$ cat src/design/ggvc_pkg.sv
package ggvc_pkg;

   // configuration register indexes
   localparam logic [1:0] REG_GOAL_X    = 2'd0;
   localparam logic [1:0] REG_GOAL_Y    = 2'd1;
   localparam logic [1:0] REG_CRUISE    = 2'd2;
   localparam logic [1:0] REG_ARRIVE_TOL = 2'd3;

   localparam int POS_W   = 16;
   localparam int ANG_W   = 16;
   localparam int SPD_W   = 12;
   localparam int TOL_W   = 15;
   localparam int DELTA_W = 17;
   localparam int DSQ_W   = 33;
   localparam int NEAR_W  = 20;
   localparam int ROOT_W  = 10;
   localparam int MUL_W   = 21;
   localparam int PROD_W  = 2 * MUL_W;

   // CORDIC datapath
   localparam int CRD_XY_W = 28;
   localparam int CRD_Z_W  = 20;
   localparam int CRD_STEPS = 16;
   localparam int CRD_CNT_W = 4;
   localparam logic signed [CRD_Z_W-1:0] PI_Q16 = 20'sd205887;

   localparam logic [DSQ_W-1:0] NEAR_DSQ  = 33'd589824;   // 3 m squared, Q.16
   localparam logic [SPD_W-1:0] MIN_SPEED = 12'd26;       // 0.1 m/s

   // reciprocal multipliers for divide by constant
   localparam logic [MUL_W-1:0] RECIP3  = 21'd43691;     // >> 17
   localparam logic [MUL_W-1:0] RECIP5  = 21'd419431;    // >> 21
   localparam logic [MUL_W-1:0] RECIP10 = 21'd1677722;   // >> 24

   localparam logic [NEAR_W:0] ISQRT_TOP_BIT = 21'h40000;

   function automatic logic signed [CRD_Z_W-1:0] atan_q16(input logic [CRD_CNT_W-1:0] i);
      logic signed [CRD_Z_W-1:0] a;
      unique case (i)
         4'd0:  a = 20'sd51472;
         4'd1:  a = 20'sd30386;
         4'd2:  a = 20'sd16055;
         4'd3:  a = 20'sd8150;
         4'd4:  a = 20'sd4091;
         4'd5:  a = 20'sd2047;
         4'd6:  a = 20'sd1024;
         4'd7:  a = 20'sd512;
         4'd8:  a = 20'sd256;
         4'd9:  a = 20'sd128;
         4'd10: a = 20'sd64;
         4'd11: a = 20'sd32;
         4'd12: a = 20'sd16;
         4'd13: a = 20'sd8;
         4'd14: a = 20'sd4;
         4'd15: a = 20'sd2;
         default: a = '0;
      endcase
      return a;
   endfunction

endpackage

$ cat src/design/ggvc_isqrt.sv
module ggvc_isqrt import ggvc_pkg::*; (
   input  logic              clock,
   input  logic              reset,
   input  logic              start,
   input  logic [NEAR_W-1:0] radicand,
   output logic              done,
   output logic [ROOT_W-1:0] root
);

   logic [NEAR_W-1:0] rem_ff, rem_in;
   logic [NEAR_W:0]   root_ff, root_in;
   logic [NEAR_W:0]   bit_ff, bit_in;
   logic [NEAR_W:0]   trial;
   logic              run_ff, run_in;
   logic              done_ff, done_in;

   // one result bit per cycle
   always_comb begin
      trial   = root_ff + bit_ff;
      rem_in  = rem_ff;
      root_in = root_ff;
      bit_in  = bit_ff;
      run_in  = run_ff;
      done_in = done_ff;
      if (start) begin
         rem_in  = radicand;
         root_in = '0;
         bit_in  = ISQRT_TOP_BIT;
         run_in  = 1'b1;
         done_in = 1'b0;
      end else if (run_ff) begin
         if ({1'b0, rem_ff} >= trial) begin
            rem_in  = rem_ff - trial[NEAR_W-1:0];
            root_in = (root_ff >> 1) + bit_ff;
         end else begin
            root_in = root_ff >> 1;
         end
         bit_in = bit_ff >> 2;
         if (bit_ff[0]) begin
            run_in  = 1'b0;
            done_in = 1'b1;
         end
      end
   end

   always_ff @(posedge clock) begin
      if (reset) begin
         run_ff  <= 1'b0;
         done_ff <= 1'b0;
      end else begin
         run_ff  <= run_in;
         done_ff <= done_in;
      end
      rem_ff  <= rem_in;
      root_ff <= root_in;
      bit_ff  <= bit_in;
   end

   assign done = done_ff;
   assign root = root_ff[ROOT_W-1:0];

endmodule

$ cat src/design/ggvc_cordic.sv
module ggvc_cordic import ggvc_pkg::*; (
   input  logic                      clock,
   input  logic                      reset,
   input  logic                      start,
   input  logic signed [DELTA_W-1:0] dx,
   input  logic signed [DELTA_W-1:0] dy,
   output logic                      done,
   output logic signed [ANG_W-1:0]   bearing
);

   logic signed [CRD_XY_W-1:0] x_ff, x_in, y_ff, y_in;
   logic signed [CRD_XY_W-1:0] xs, ys, dxe, dye;
   logic signed [CRD_Z_W-1:0]  z_ff, z_in, at;
   logic [CRD_CNT_W-1:0]       step_ff, step_in;
   logic                       run_ff, run_in, done_ff, done_in;
   logic                       zero_ff, zero_in;
   logic [CRD_Z_W:0]           z_mag;
   logic [CRD_Z_W:0]           z_rnd;

   always_comb begin
      dxe     = CRD_XY_W'(dx) <<< 8;
      dye     = CRD_XY_W'(dy) <<< 8;
      xs      = x_ff >>> step_ff;
      ys      = y_ff >>> step_ff;
      at      = atan_q16(step_ff);
      x_in    = x_ff;
      y_in    = y_ff;
      z_in    = z_ff;
      step_in = step_ff;
      run_in  = run_ff;
      done_in = done_ff;
      zero_in = zero_ff;
      if (start) begin
         zero_in = (dx == '0) && (dy == '0);
         step_in = '0;
         run_in  = 1'b1;
         done_in = 1'b0;
         if (dx[DELTA_W-1]) begin
            x_in = -dxe;
            y_in = -dye;
            z_in = dy[DELTA_W-1] ? -PI_Q16 : PI_Q16;
         end else begin
            x_in = dxe;
            y_in = dye;
            z_in = '0;
         end
      end else if (run_ff) begin
         if (!y_ff[CRD_XY_W-1]) begin
            x_in = x_ff + ys;
            y_in = y_ff - xs;
            z_in = z_ff + at;
         end else begin
            x_in = x_ff - ys;
            y_in = y_ff + xs;
            z_in = z_ff - at;
         end
         step_in = step_ff + 1'b1;
         if (step_ff == CRD_CNT_W'(CRD_STEPS - 1)) begin
            run_in  = 1'b0;
            done_in = 1'b1;
         end
      end
   end

   always_ff @(posedge clock) begin
      if (reset) begin
         run_ff  <= 1'b0;
         done_ff <= 1'b0;
      end else begin
         run_ff  <= run_in;
         done_ff <= done_in;
      end
      x_ff    <= x_in;
      y_ff    <= y_in;
      z_ff    <= z_in;
      step_ff <= step_in;
      zero_ff <= zero_in;
   end

   // Q.16 to Q.12, half away from zero
   always_comb begin
      z_mag = z_ff[CRD_Z_W-1] ? -(CRD_Z_W+1)'(z_ff) : (CRD_Z_W+1)'(z_ff);
      z_rnd = (z_mag + (CRD_Z_W+1)'(8)) >> 4;
      if (zero_ff)
         bearing = '0;
      else if (z_ff[CRD_Z_W-1])
         bearing = -$signed(z_rnd[ANG_W-1:0]);
      else
         bearing = $signed(z_rnd[ANG_W-1:0]);
   end

   assign done = done_ff;

endmodule

$ cat src/design/go_to_goal_velocity_controller_core.sv
// Go-to-goal velocity controller.
// req channel: one transaction per control tick carrying the robot pose and the
// measured speed. rsp channel: the velocity command for that tick; when the
// goal lies within the arrival tolerance a second transaction follows with a
// zero command and tlast high, and the running heading state is cleared.
// csr port: goal position, cruise speed and arrival tolerance, written while
// the block is idle; this binds the user, the block does not enforce it.
// No new request is taken while a tick is in progress: req_tready returns in
// the same cycle that the command appears on rsp, or on arrival in the cycle
// after the first command leaves. The tick time is set by the 16 iterations
// of the vectoring CORDIC for the bearing; the distance square root runs
// alongside it, and a single shared multiplier does the squares, the
// root-times-cruise product and the constant divisions in turn.
// Reset restores the register defaults and clears the running state; no
// clearing pass is needed. A stalled receiver holds the result register, and
// the sequencer waits at its output step until the register is free.
module go_to_goal_velocity_controller_core import ggvc_pkg::*; (
   input  logic        clock,
   input  logic        reset,
   input  logic        req_tvalid,
   output logic        req_tready,
   input  logic [63:0] req_tdata,   // pos_x, pos_y, heading, measured_speed
   output logic        rsp_tvalid,
   input  logic        rsp_tready,
   output logic [31:0] rsp_tdata,   // linear_cmd, angular_cmd
   output logic        rsp_tlast,
   input  logic        csr_we,
   input  logic [1:0]  csr_index,
   input  logic [15:0] csr_wdata
);

   localparam logic [3:0] S_IDLE = 4'd0;
   localparam logic [3:0] S_SQX  = 4'd1;
   localparam logic [3:0] S_SQY  = 4'd2;
   localparam logic [3:0] S_TOL  = 4'd3;
   localparam logic [3:0] S_CMP  = 4'd4;
   localparam logic [3:0] S_AVG  = 4'd5;
   localparam logic [3:0] S_DIF  = 4'd6;
   localparam logic [3:0] S_DIFW = 4'd7;
   localparam logic [3:0] S_SQRT = 4'd8;
   localparam logic [3:0] S_V1   = 4'd9;
   localparam logic [3:0] S_V2   = 4'd10;
   localparam logic [3:0] S_CORW = 4'd11;
   localparam logic [3:0] S_OUT1 = 4'd12;
   localparam logic [3:0] S_OUT2 = 4'd13;

   logic [3:0] state_ff, state_in;

   // configuration
   logic signed [POS_W-1:0] goal_x_ff, goal_y_ff;
   logic [SPD_W-1:0]        cruise_ff;
   logic [TOL_W-1:0]        tol_ff;

   // running state
   logic signed [ANG_W-1:0] prev_ang_ff, prev_ang_in;
   logic signed [17:0]      avg_ff, avg_in;
   logic                    first_ff, first_in;

   // per-tick working registers
   logic signed [DELTA_W-1:0] dx_ff, dx_in, dy_ff, dy_in, diff_ff, diff_in;
   logic signed [ANG_W-1:0]   hd_ff, hd_in;
   logic [SPD_W-1:0]          meas_ff, meas_in;
   logic signed [17:0]        avg0_ff, avg0_in, avg_new_ff, avg_new_in;
   logic [DSQ_W-1:0]          dsq_ff, dsq_in;
   logic                      far_ff, far_in, arrive_ff, arrive_in;
   logic                      neg_ff, neg_in;
   logic signed [16:0]        t5_ff, t5_in;
   logic [SPD_W-1:0]          lin_ff, lin_in;
   logic signed [ANG_W-1:0]   ang_ff, ang_in;
   logic [PROD_W-1:0]         prod_ff;
   logic [MUL_W-1:0]          mul_a, mul_b;

   // result register
   logic                 rsp_valid_ff, rsp_valid_in;
   logic [SPD_W-1:0]     rsp_lin_ff, rsp_lin_in;
   logic [ANG_W-1:0]     rsp_ang_ff, rsp_ang_in;
   logic                 rsp_last_ff, rsp_last_in;

   logic                      accept;
   logic                      out_free;
   logic                      crd_start, crd_done, sq_start, sq_done;
   logic signed [ANG_W-1:0]   bearing;
   logic [ROOT_W-1:0]         root;
   logic [DELTA_W-1:0]        dx_mag, dy_mag;
   logic signed [21:0]        num;
   logic [21:0]               num_mag;
   logic [19:0]               diff_mag, avg_mag;
   logic signed [19:0]        n5;
   logic [19:0]               n5_mag;
   logic [SPD_W-1:0]          v_near, lin_sel;
   logic signed [18:0]        ang_sum;
   logic signed [POS_W-1:0]   req_pos_x, req_pos_y, req_heading;

   assign req_pos_x   = $signed(req_tdata[15:0]);
   assign req_pos_y   = $signed(req_tdata[31:16]);
   assign req_heading = $signed(req_tdata[47:32]);

   assign req_tready = (state_ff == S_IDLE);
   assign accept     = req_tvalid && req_tready;
   assign out_free   = !rsp_valid_ff || rsp_tready;
   assign crd_start  = (state_ff == S_SQX);
   assign sq_start   = (state_ff == S_CMP);

   ggvc_cordic u_cordic (
      .clock   (clock),
      .reset   (reset),
      .start   (crd_start),
      .dx      (dx_ff),
      .dy      (dy_ff),
      .done    (crd_done),
      .bearing (bearing)
   );

   ggvc_isqrt u_isqrt (
      .clock    (clock),
      .reset    (reset),
      .start    (sq_start),
      .radicand (dsq_ff[NEAR_W-1:0]),
      .done     (sq_done),
      .root     (root)
   );

   always_ff @(posedge clock) begin
      if (reset) begin
         goal_x_ff <= 16'sd256;
         goal_y_ff <= 16'sd256;
         cruise_ff <= 12'd256;
         tol_ff    <= 15'd3;
      end else if (csr_we) begin
         unique case (csr_index)
            REG_GOAL_X:     goal_x_ff <= $signed(csr_wdata);
            REG_GOAL_Y:     goal_y_ff <= $signed(csr_wdata);
            REG_CRUISE:     cruise_ff <= csr_wdata[SPD_W-1:0];
            REG_ARRIVE_TOL: tol_ff    <= csr_wdata[TOL_W-1:0];
         endcase
      end
   end

   // operand helpers
   always_comb begin
      dx_mag   = dx_ff[DELTA_W-1] ? DELTA_W'(-dx_ff) : DELTA_W'(dx_ff);
      dy_mag   = dy_ff[DELTA_W-1] ? DELTA_W'(-dy_ff) : DELTA_W'(dy_ff);
      num      = (22'(diff_ff) <<< 3) - 22'(diff_ff) + (22'(avg0_ff) <<< 1) + 22'(avg0_ff);
      num_mag  = num[21] ? 22'(-num) : 22'(num);
      diff_mag = diff_ff[DELTA_W-1] ? 20'(-diff_ff) : 20'(diff_ff);
      avg_mag  = avg_new_ff[17] ? 20'(-avg_new_ff) : 20'(avg_new_ff);
      n5       = $signed(diff_mag - avg_mag) <<< 1;
      n5_mag   = n5[19] ? 20'(-n5) : 20'(n5);
      v_near   = prod_ff[28:17];
      lin_sel  = far_ff ? cruise_ff : ((v_near > meas_ff) ? v_near : meas_ff);
      ang_sum  = 19'(t5_ff) + 19'(bearing) - 19'(hd_ff);
   end

   // shared multiplier operand select
   always_comb begin
      mul_a = '0;
      mul_b = '0;
      unique case (state_ff)
         S_SQX: begin
            mul_a = MUL_W'(dx_mag);
            mul_b = MUL_W'(dx_mag);
         end
         S_SQY: begin
            mul_a = MUL_W'(dy_mag);
            mul_b = MUL_W'(dy_mag);
         end
         S_TOL: begin
            mul_a = MUL_W'(tol_ff);
            mul_b = MUL_W'(tol_ff);
         end
         S_CMP: begin
            mul_a = num_mag[MUL_W-1:0] + MUL_W'(5);
            mul_b = RECIP10;
         end
         S_DIF: begin
            mul_a = MUL_W'(n5_mag) + MUL_W'(2);
            mul_b = RECIP5;
         end
         S_SQRT: begin
            mul_a = MUL_W'(root);
            mul_b = MUL_W'(cruise_ff);
         end
         S_V1: begin
            mul_a = MUL_W'(prod_ff[21:8]);
            mul_b = RECIP3;
         end
         default: begin
            mul_a = '0;
            mul_b = '0;
         end
      endcase
   end

   // sequencer
   always_comb begin
      state_in     = state_ff;
      dx_in        = dx_ff;
      dy_in        = dy_ff;
      hd_in        = hd_ff;
      meas_in      = meas_ff;
      diff_in      = diff_ff;
      avg0_in      = avg0_ff;
      avg_new_in   = avg_new_ff;
      dsq_in       = dsq_ff;
      far_in       = far_ff;
      arrive_in    = arrive_ff;
      neg_in       = neg_ff;
      t5_in        = t5_ff;
      lin_in       = lin_ff;
      ang_in       = ang_ff;
      prev_ang_in  = prev_ang_ff;
      avg_in       = avg_ff;
      first_in     = first_ff;
      rsp_valid_in = rsp_valid_ff && !rsp_tready;
      rsp_lin_in   = rsp_lin_ff;
      rsp_ang_in   = rsp_ang_ff;
      rsp_last_in  = rsp_last_ff;
      unique case (state_ff)
         S_IDLE: begin
            if (accept) begin
               dx_in    = DELTA_W'(goal_x_ff) - DELTA_W'(req_pos_x);
               dy_in    = DELTA_W'(goal_y_ff) - DELTA_W'(req_pos_y);
               hd_in    = req_heading;
               meas_in  = req_tdata[59:48];
               diff_in  = DELTA_W'(req_heading) - DELTA_W'(prev_ang_ff);
               avg0_in  = first_ff ? 18'(DELTA_W'(req_heading) - DELTA_W'(prev_ang_ff))
                                   : avg_ff;
               state_in = S_SQX;
            end
         end
         S_SQX: state_in = S_SQY;
         S_SQY: begin
            dsq_in   = DSQ_W'(prod_ff);
            state_in = S_TOL;
         end
         S_TOL: begin
            dsq_in   = dsq_ff + DSQ_W'(prod_ff);
            state_in = S_CMP;
         end
         S_CMP: begin
            far_in    = dsq_ff > NEAR_DSQ;
            arrive_in = dsq_ff <= DSQ_W'(prod_ff[29:0]);
            neg_in    = num[21];
            state_in  = S_AVG;
         end
         S_AVG: begin
            avg_new_in = neg_ff ? -$signed(prod_ff[41:24]) : $signed(prod_ff[41:24]);
            state_in   = S_DIF;
         end
         S_DIF: begin
            neg_in   = n5[19];
            state_in = S_DIFW;
         end
         S_DIFW: begin
            t5_in    = neg_ff ? -$signed(prod_ff[37:21]) : $signed(prod_ff[37:21]);
            state_in = S_SQRT;
         end
         S_SQRT: begin
            if (sq_done)
               state_in = S_V1;
         end
         S_V1: state_in = S_V2;
         S_V2: begin
            lin_in   = (lin_sel < MIN_SPEED) ? MIN_SPEED : lin_sel;
            state_in = S_CORW;
         end
         S_CORW: begin
            if (crd_done) begin
               if (ang_sum > 19'sd32767)
                  ang_in = 16'sh7FFF;
               else if (ang_sum < -19'sd32768)
                  ang_in = 16'sh8000;
               else
                  ang_in = ang_sum[ANG_W-1:0];
               state_in = S_OUT1;
            end
         end
         S_OUT1: begin
            if (out_free) begin
               rsp_valid_in = 1'b1;
               rsp_lin_in   = lin_ff;
               rsp_ang_in   = ang_ff;
               rsp_last_in  = 1'b0;
               if (arrive_ff) begin
                  prev_ang_in = '0;
                  avg_in      = '0;
                  first_in    = 1'b1;
                  state_in    = S_OUT2;
               end else begin
                  prev_ang_in = ang_ff;
                  avg_in      = avg_new_ff;
                  first_in    = 1'b0;
                  state_in    = S_IDLE;
               end
            end
         end
         S_OUT2: begin
            if (out_free) begin
               rsp_valid_in = 1'b1;
               rsp_lin_in   = '0;
               rsp_ang_in   = '0;
               rsp_last_in  = 1'b1;
               state_in     = S_IDLE;
            end
         end
         default: state_in = S_IDLE;
      endcase
   end

   always_ff @(posedge clock) begin
      if (reset) begin
         state_ff     <= S_IDLE;
         prev_ang_ff  <= '0;
         avg_ff       <= '0;
         first_ff     <= 1'b1;
         rsp_valid_ff <= 1'b0;
      end else begin
         state_ff     <= state_in;
         prev_ang_ff  <= prev_ang_in;
         avg_ff       <= avg_in;
         first_ff     <= first_in;
         rsp_valid_ff <= rsp_valid_in;
      end
      dx_ff      <= dx_in;
      dy_ff      <= dy_in;
      hd_ff      <= hd_in;
      meas_ff    <= meas_in;
      diff_ff    <= diff_in;
      avg0_ff    <= avg0_in;
      avg_new_ff <= avg_new_in;
      dsq_ff     <= dsq_in;
      far_ff     <= far_in;
      arrive_ff  <= arrive_in;
      neg_ff     <= neg_in;
      t5_ff      <= t5_in;
      lin_ff     <= lin_in;
      ang_ff     <= ang_in;
      prod_ff    <= mul_a * mul_b;
      rsp_lin_ff <= rsp_lin_in;
      rsp_ang_ff <= rsp_ang_in;
      rsp_last_ff <= rsp_last_in;
   end

   assign rsp_tvalid = rsp_valid_ff;
   assign rsp_tdata  = {4'b0, rsp_ang_ff, rsp_lin_ff};
   assign rsp_tlast  = rsp_last_ff;

endmodule

$ cat config.mk
export PLATFORM = sky130hd
export DESIGN_NAME = go_to_goal_velocity_controller_core
export DESIGN_NICKNAME = d
export VERILOG_FILES = /design/src/design/ggvc_pkg.sv /design/src/design/ggvc_isqrt.sv /design/src/design/ggvc_cordic.sv /design/src/design/go_to_goal_velocity_controller_core.sv
export SDC_FILE = /design/constraint.sdc
export NUM_CORES = 2
export LEC_CHECK = 0
export BUFFER_PORTS_ARGS = -buffer_cell sky130_fd_sc_hd__buf_2
export CAP_MARGIN = 30
export CELL_PAD_IN_SITES_DETAIL_PLACEMENT = 0
export CELL_PAD_IN_SITES_GLOBAL_PLACEMENT = 1
export CORE_MARGIN = 10
export CORE_UTILIZATION = 40
export CTS_CLUSTER_DIAMETER = 150
export DETAILED_ROUTE_END_ITERATION = 10
export PLACE_DENSITY_LB_ADDON = 0.1
export SYNTH_ARGS = -nofsm -noshare
export SYNTH_HDL_FRONTEND = slang
export SYNTH_SLANG_ARGS = --single-unit
$ cat constraint.sdc
create_clock -name clock -period 11.8 [get_ports clock]
set_input_delay 0.59 -clock clock [delete_from_list [all_inputs] [get_ports clock]]
set_output_delay 0.59 -clock clock [all_outputs]
set_load 0.01 [all_outputs]
# After elaboration in Yosys (flattened, before gate mapping)
# Memory sizes are Yosys's and may differ from the RTL's. A register that Yosys moved wholly into a read port is not among the register bits.
# Index checks and enable logic that the tools add are counted.
totals:
  regBits: 502
  romBits: 256
  inputBits: 87
  out_inout_bits: 35
  word_cells: 204
  memories: 1
op_classes:
  n_addsub: 36
  n_mul: 1
  n_lt_le_gt_ge: 7
  eq_ne: 22
  shift: 2
  mux: 65
  n_reduce_logical: 31
memory_table:
  columns: ["name", "depth", "width", "read_ports", "rd_ports_with_merged_regs", "write_ports", "line_no", "source"]
  rows:
  - ["(name not given)", 16, 16, 1, 1, 0, "ggvc_pkg.sv:39", "unique case (i)"]
op_table:
  columns: ["operator", "n"]
  rows:
  - ["case mux 21 bit (7 select lines)", 2]
  - ["2-to-1 mux 28 bit", 8]
  - ["2-to-1 mux 20 bit", 10]
  - ["2-to-1 mux 16 bit", 6]
  - ["subtractor 16 x 16 -> 17 bit", 4]
  - ["case mux 33 bit (2 select lines)", 1]
  - ["adder 28 bit", 2]
  - ["negator 25 -> 28 bit", 2]
  - ["case mux 4 bit (14 select lines)", 1]
  - [">>> shifter 28 x 4 -> 28 bit", 2]
  - ["subtractor 28 bit", 2]
  - ["2-to-1 mux 18 bit", 3]
  - ["2-to-1 mux 17 bit", 3]
  - ["negator 17 bit", 3]
  - ["2-to-1 mux 12 bit", 4]
  - ["multiplier 21 x 21 -> 42 bit", 1]
  - ["2-to-1 mux 21 bit", 2]
  - ["negator 20 bit", 2]
  - ["subtractor 20 bit", 2]
  - ["2-to-1 mux 19 bit", 2]
  - ["logical NOT 17 bit", 2]
  - ["adder 33 bit", 1]
  - ["greater-than comparator 33 x 20 -> 1 bit (second input constant)", 1]
  - ["less-or-equal comparator 33 x 30 -> 1 bit", 1]
  - ["other kinds (46)", 97]

# Logic depth before layout (Yosys ltp)
depth:
  depth_word: 10
  depth_mapped: 53
  ltp_nobuf: 50

# By module
# Synthesis repeated with hierarchy kept, for this count alone.
hier_totals:
  hier_cells: 6828
  area_unflattened_um2: 59422.0
by_module_without_submodules:
  columns: ["mod", "n_inst", "cells_per_inst", "area_each_um2", "seq_area_each_um2"]
  rows:
  - ["go_to_goal_velocity_controller_core", 1, 4688, 41010.6, 9579.2]
  - ["ggvc_cordic", 1, 1607, 13853.3, 2752.6]
  - ["ggvc_isqrt", 1, 533, 4558.1, 1261.2]

# Least setup slack after synthesis
# OpenSTA, ideal clock, no wires.
synth_timing:
  path_kind: "reg-to-reg"
  startpoint: "register diff_ff[3]"
  endpoint: "register prod_ff[39]"
  setup_ps: 119
  arrival_ps: 11711
  t_required_ps: 11681
  setup_slack_ps: -30
  stages_incl_launch_ff: 46
  n_path_buf: 2
  synth_period_minus_slack_ps: 11830
  path_cell_list: "edfxtp_1 -> fa_1 -> inv_1 -> fa_1 -> inv_1 -> ha_1 -> buf_2 -> nor3_1 -> o21ba_2 -> or4_1 -> a211oi_2 -> a21oi_2 -> clkbuf_1 -> o21ai_0 -> ha_1 -> nor2_1 -> nand2_1 -> o21ai_0 -> [10 not listed] -> inv_1 -> fa_1 -> inv_1 -> fa_1 -> fa_1 -> fa_1 -> inv_1 -> ha_1 -> inv_1 -> nor3_1 -> a31oi_1 -> o31ai_1 -> a41oi_1 -> a22oi_1 -> a311oi_1 -> o21bai_1 -> a21oi_1 -> xnor2_1"
synth_via:
  elab_chain_len: 8
  elab_cells_between_ends: 14
  classes_between: "add/sub (9); mul (1); mux (4)"
synth_lines:
  columns: ["element", "line_no", "source"]
  rows:
  - ["from (decl)", "go_to_goal_velocity_controller_core.sv:60", "logic signed [DELTA_W-1:0] dx_ff, dx_in, dy_ff, dy_in, diff_ff, diff_in;"]
  - ["from (signal assigned)", "go_to_goal_velocity_controller_core.sv:328", "diff_ff <= diff_in;"]
  - ["subtractor 20 x 17 -> 21 bit or negator 17 -> 19 bit (tied branches)", "go_to_goal_velocity_controller_core.sv:143, go_to_goal_velocity_controller_core.sv:145", null]
  - ["adder 21 x 19 -> 22 bit or 2-to-1 mux 19 bit (tied branches)", "go_to_goal_velocity_controller_core.sv:143, go_to_goal_velocity_controller_core.sv:145", null]
  - ["adder 22 x 18 -> 22 bit or subtractor 19 bit (tied branches)", "go_to_goal_velocity_controller_core.sv:143, go_to_goal_velocity_controller_core.sv:147", null]
  - ["negator 21 bit or negator 20 bit (tied branches)", "go_to_goal_velocity_controller_core.sv:144, go_to_goal_velocity_controller_core.sv:148", null]
  - ["2-to-1 mux 21 bit or 2-to-1 mux 20 bit (tied branches)", "go_to_goal_velocity_controller_core.sv:144, go_to_goal_velocity_controller_core.sv:148", null]
  - ["adder 21 x 3 -> 21 bit or adder 20 x 2 -> 21 bit (tied branches)", "go_to_goal_velocity_controller_core.sv:172, go_to_goal_velocity_controller_core.sv:176", null]
  - ["case mux 21 bit (7 select lines) (*)", "go_to_goal_velocity_controller_core.sv:158", "unique case (state_ff)"]
  - ["multiplier 21 x 21 -> 42 bit (*)", "go_to_goal_velocity_controller_core.sv:338", "prod_ff <= mul_a * mul_b;"]
  - ["to (signal assigned)", "go_to_goal_velocity_controller_core.sv:338", null]
  - ["to (decl)", "go_to_goal_velocity_controller_core.sv:70", "logic [PROD_W-1:0] prod_ff;"]
# Mark *: on every way between the ends. The rest lies on a longest branch, timed or not.
# A chain may end at the register's enable or synchronous reset.

# Final worst setup path
layout_timing:
  startpoint: "register diff_ff[5]"
  endpoint: "register prod_ff[39]"
# The elaborated chain is that of the path after synthesis.

==> impl_metrics.yaml <==
worst_setup_path:
  critical_path.slowest_cell: "fa_1"
  r2r_slack_ps: 250
  worstPathRequired_ps: 12340
  cpPeakStageDelay_ps: 580
  critPathMaxFanout: 6
  r2r_end: "prod_ff[39]$_DFF_P_"
  arrival_ps: 12100
  cp_num_buf_inv: 8
  crit_path_end_kind: "flop"
  cp.depth: 46
  critPathLaunchType: "flop"
  ff2ff_path_depth: 46
  crit_family: "adder cells"
  r2r-start: "diff_ff[5]$_DFFE_PP_"
  crit_top_cell: "fa_1"
  critPathKind: "flop to flop"
global_routing:
  grt_max_degree: 67
  grt_usage_pct: 23.5
  antenna_found_initial: 12
  grt_overflow: 0
  grt_pass1_vias: 47881
  grt_pass1_wl_um: 291000
power_and_ir_drop:
  power.leakage_nw: 29.9
  clkPwrFrac_pct: 10.1
  irDropWorstVdd_v: 0.000219
  internal-power_mw: 11.1
  pwr-share-seq_pct: 15.4
  p_per_area_nw_per_um2: 320
  p_sw_share_pct: 48.2
  combPwrFrac_pct: 74.5
  power_switching_mw: 10.3
yosys:
  synth.largest_area_cell: "edfxtp_1"
  synth_area_leaders: "edfxtp_1 17%, fa_1 15%, ha_1 10%, dfxtp_1 6.9%, inv_1 5.6%"
  syn_area_um2: 57000
  ys_async_sr_fraction_pct: 0
  synth_cell_type_count: 104
  yosysWarnings: 0
  synth_area_per_cell_um2: 8.71
  ys_ff_latch: 518
  synth_ff_type: "edfxtp_1"
  yosysSeqAreaShare_pct: 23.8
  synth_edf_count: 322
  synthCells: 6540
  yosys.area.top_type_share_pct: 17.0
timing:
  slew_headroom_pct: 24.6
  tightest_slew_ps: 1120
  whs_ps: 110
  fin_skew_ps: 39.5
  rsz0062_at_grt: "true"
  period_needed_ps: 11550
  setup_violations: 0
  final-hold-violation-count: 0
  period_share_pct: 97.9
  clock.fmax_mhz: 86.5
  fin_tns_setup_ps: 0
  postLayoutSetupSlackWorst_ps: 246
  maxSlewViolCount: 0
clock_network:
  hold_buffers: 0
  cts.path.max_buffers: 3
  htree_num_levels: 3
  root_buffer: "clkbuf_16"
  clkLatencyLatePin_ps: 670
  cts_tree: "built"
  cts_buffers: 69
  clk_pin_slew_ps: 60
  cts_sinks: 518
floorplanning:
  die_w_um: 397
  die_h_um: 397
  initial_utilization_pct: 40.3
  std_cell_rows: 138
  io_pins: 122
  core_area_um2: 142000
  die-area_um2: 158000
layout:
  layout_common_cells: "812 x inv_1, 786 x nand2_1, 545 x buf_4"
  area_delta_synth_final_pct: 17.4
  fin_nets: 8054
  final_common_cell: "inv_1"
  fin_area_um2: 66900
  drive_gt1_share_pct: 16.1
place:
  io_buffers: 113
  dp.final_hpwl_um: 153000
  dp_worst_setup_slack_ps: -444
  placed_area_um2: 63200
  place.gp.congestion: 0.893
drt:
  postRouteAntennaNets: 0
  dr.pass1.iters: 5
  drt_iter0_drc: 3589
  wl_per_cell_um: 21.1
  wirelength_um: 190000
  drc: 0
  vias_per_cell: 5.32
  vias: 48001
hold_path:
  hold_start: "req_tdata[59]"
  hp-class: "input port to flop"
  holdPathStages: 1
  min_to: "meas_ff[11]$_DFFE_PP_"
run_status:
  outcome: "finished, final reports clean"
job:
  maxCapViolCount: 0
area by class of cell:
class	count	area (um^2)
diodes	4	10.0
clock buffers	98	1970
clock inverters	30	315
fillers	13988	74700
inverters	845	3170
multi-input cells	4949	40400
flip-flops and latches	518	13600
well taps	1890	2360
repair buffers	689	5100
metal layers:
metal / track usage, % / wire [um] / up-vias / share of wire [%]
met1: 34.4 / 92000 / 23487 / 48
li1: - / - / 23337 / -
met5: 0 / 35 / - / 0.018
met3: 2.74 / 8940 / 154 / 4.7
met4: 3.94 / 3010 / 6 / 1.6
met2: 37.7 / 86000 / 1017 / 45
Yosys cell counts, types with 61 or more instances:
| cell | instances |
|---|---|
| and2_1 | 140 |
| or3_1 | 61 |
| a21o_1 | 107 |
| fa_1 | 417 |
| nand2_1 | 800 |
| ha_1 | 478 |
| a21oi_1 | 421 |
| nor3_1 | 111 |
| mux2i_1 | 90 |
| xnor2_1 | 305 |
| clkbuf_1 | 196 |
| edfxtp_1 | 322 |
| xor2_1 | 175 |
| nand3_1 | 89 |
| nor2b_1 | 70 |
| nor2_1 | 412 |
| dfxtp_1 | 196 |
| nand2b_1 | 77 |
| a31oi_1 | 61 |
| o21ai_0 | 320 |
| inv_1 | 844 |
power by group through the flow:
| stage | sequential [mW] | clock, mW | combinational, mW |
|---|---|---|---|
| 2_1_floorplan | 3.01 | 0 | 10.5 |
| 3_3_place_gp | 3.32 | 0 | 14.8 |
| 3_5_place_dp | 3.33 | 0 | 14.9 |
| 4_1_cts | 3.29 | 2.21 | 15.2 |
| 5_1_grt | 3.35 | 2.27 | 17.7 |
| 6_report | 3.30 | 2.16 | 16.0 |
worst max path at each step:
stage | startpoint | end
6_report | diff_ff[5]$_DFFE_PP_ | prod_ff[39]$_DFF_P_
5_1_grt | diff_ff[3]$_DFFE_PP_ | prod_ff[40]$_DFF_P_
2_1_floorplan | diff_ff[3]$_DFFE_PP_ | prod_ff[39]$_DFF_P_
3_3_place_gp | diff_ff[5]$_DFFE_PP_ | prod_ff[39]$_DFF_P_
3_5_place_dp | diff_ff[5]$_DFFE_PP_ | prod_ff[39]$_DFF_P_
4_1_cts | diff_ff[3]$_DFFE_PP_ | prod_ff[39]$_DFF_P_
kinds of logic after synthesis:
kind of cell             synth area share [%]
AO/OA/AOI/OAI                            15.1
XOR/XNOR                                 7.49
adder cells (fa/ha/maj)                  25.1
buffers and inverters                    7.25
flip-flops                               23.8
multiplexers                             4.62
other                                  0.0132
AND/OR/NAND/NOR                          16.5
through the flow:
stage / power [mW] / cells / utilization [%]
after floorplan: 13.5 / 6554 / -
after global placement: 18.1 / 8849 / 44.6
after detailed placement: 18.2 / 8853 / 44.6
after CTS: 20.7 / 8987 / 46.4
after global routing: 23.3 / 9019 / 47.2
final: 21.4 / 9023 / 47.2
registers in the layout (all words and copies together) (netlist names), 17 cells and up:
register and flops:
prod_ff 42, dsq_ff 33, u_cordic.x_ff 28, u_cordic.y_ff 28
u_isqrt.root_ff 21, u_cordic.z_ff 20, u_isqrt.rem_ff 20, avg0_ff 18
avg_ff 18, avg_new_ff 18, diff_ff 17, dx_ff 17
dy_ff 17, t5_ff 17
worst reg2reg max path: cells and delay by family (launching register included):
kind	cells	cell delay, ps
compound gates	18	3630
xor+xnor	2	440
fa+ha+maj	12	5380
buf+inv	8	470
flops	1	420
simple gates	6	1100
what timing repair did:
item | in CTS | in global routing
pin swaps | 19 | 143
resized for setup | 48 | 195
gates cloned | 0 | 0
setup buffers | 6 | 32
endpoints found under the setup margin | 9 | 18
endpoints found under the hold margin | 0 | 0
No activity file was read; power rests on OpenSTA's default activity.
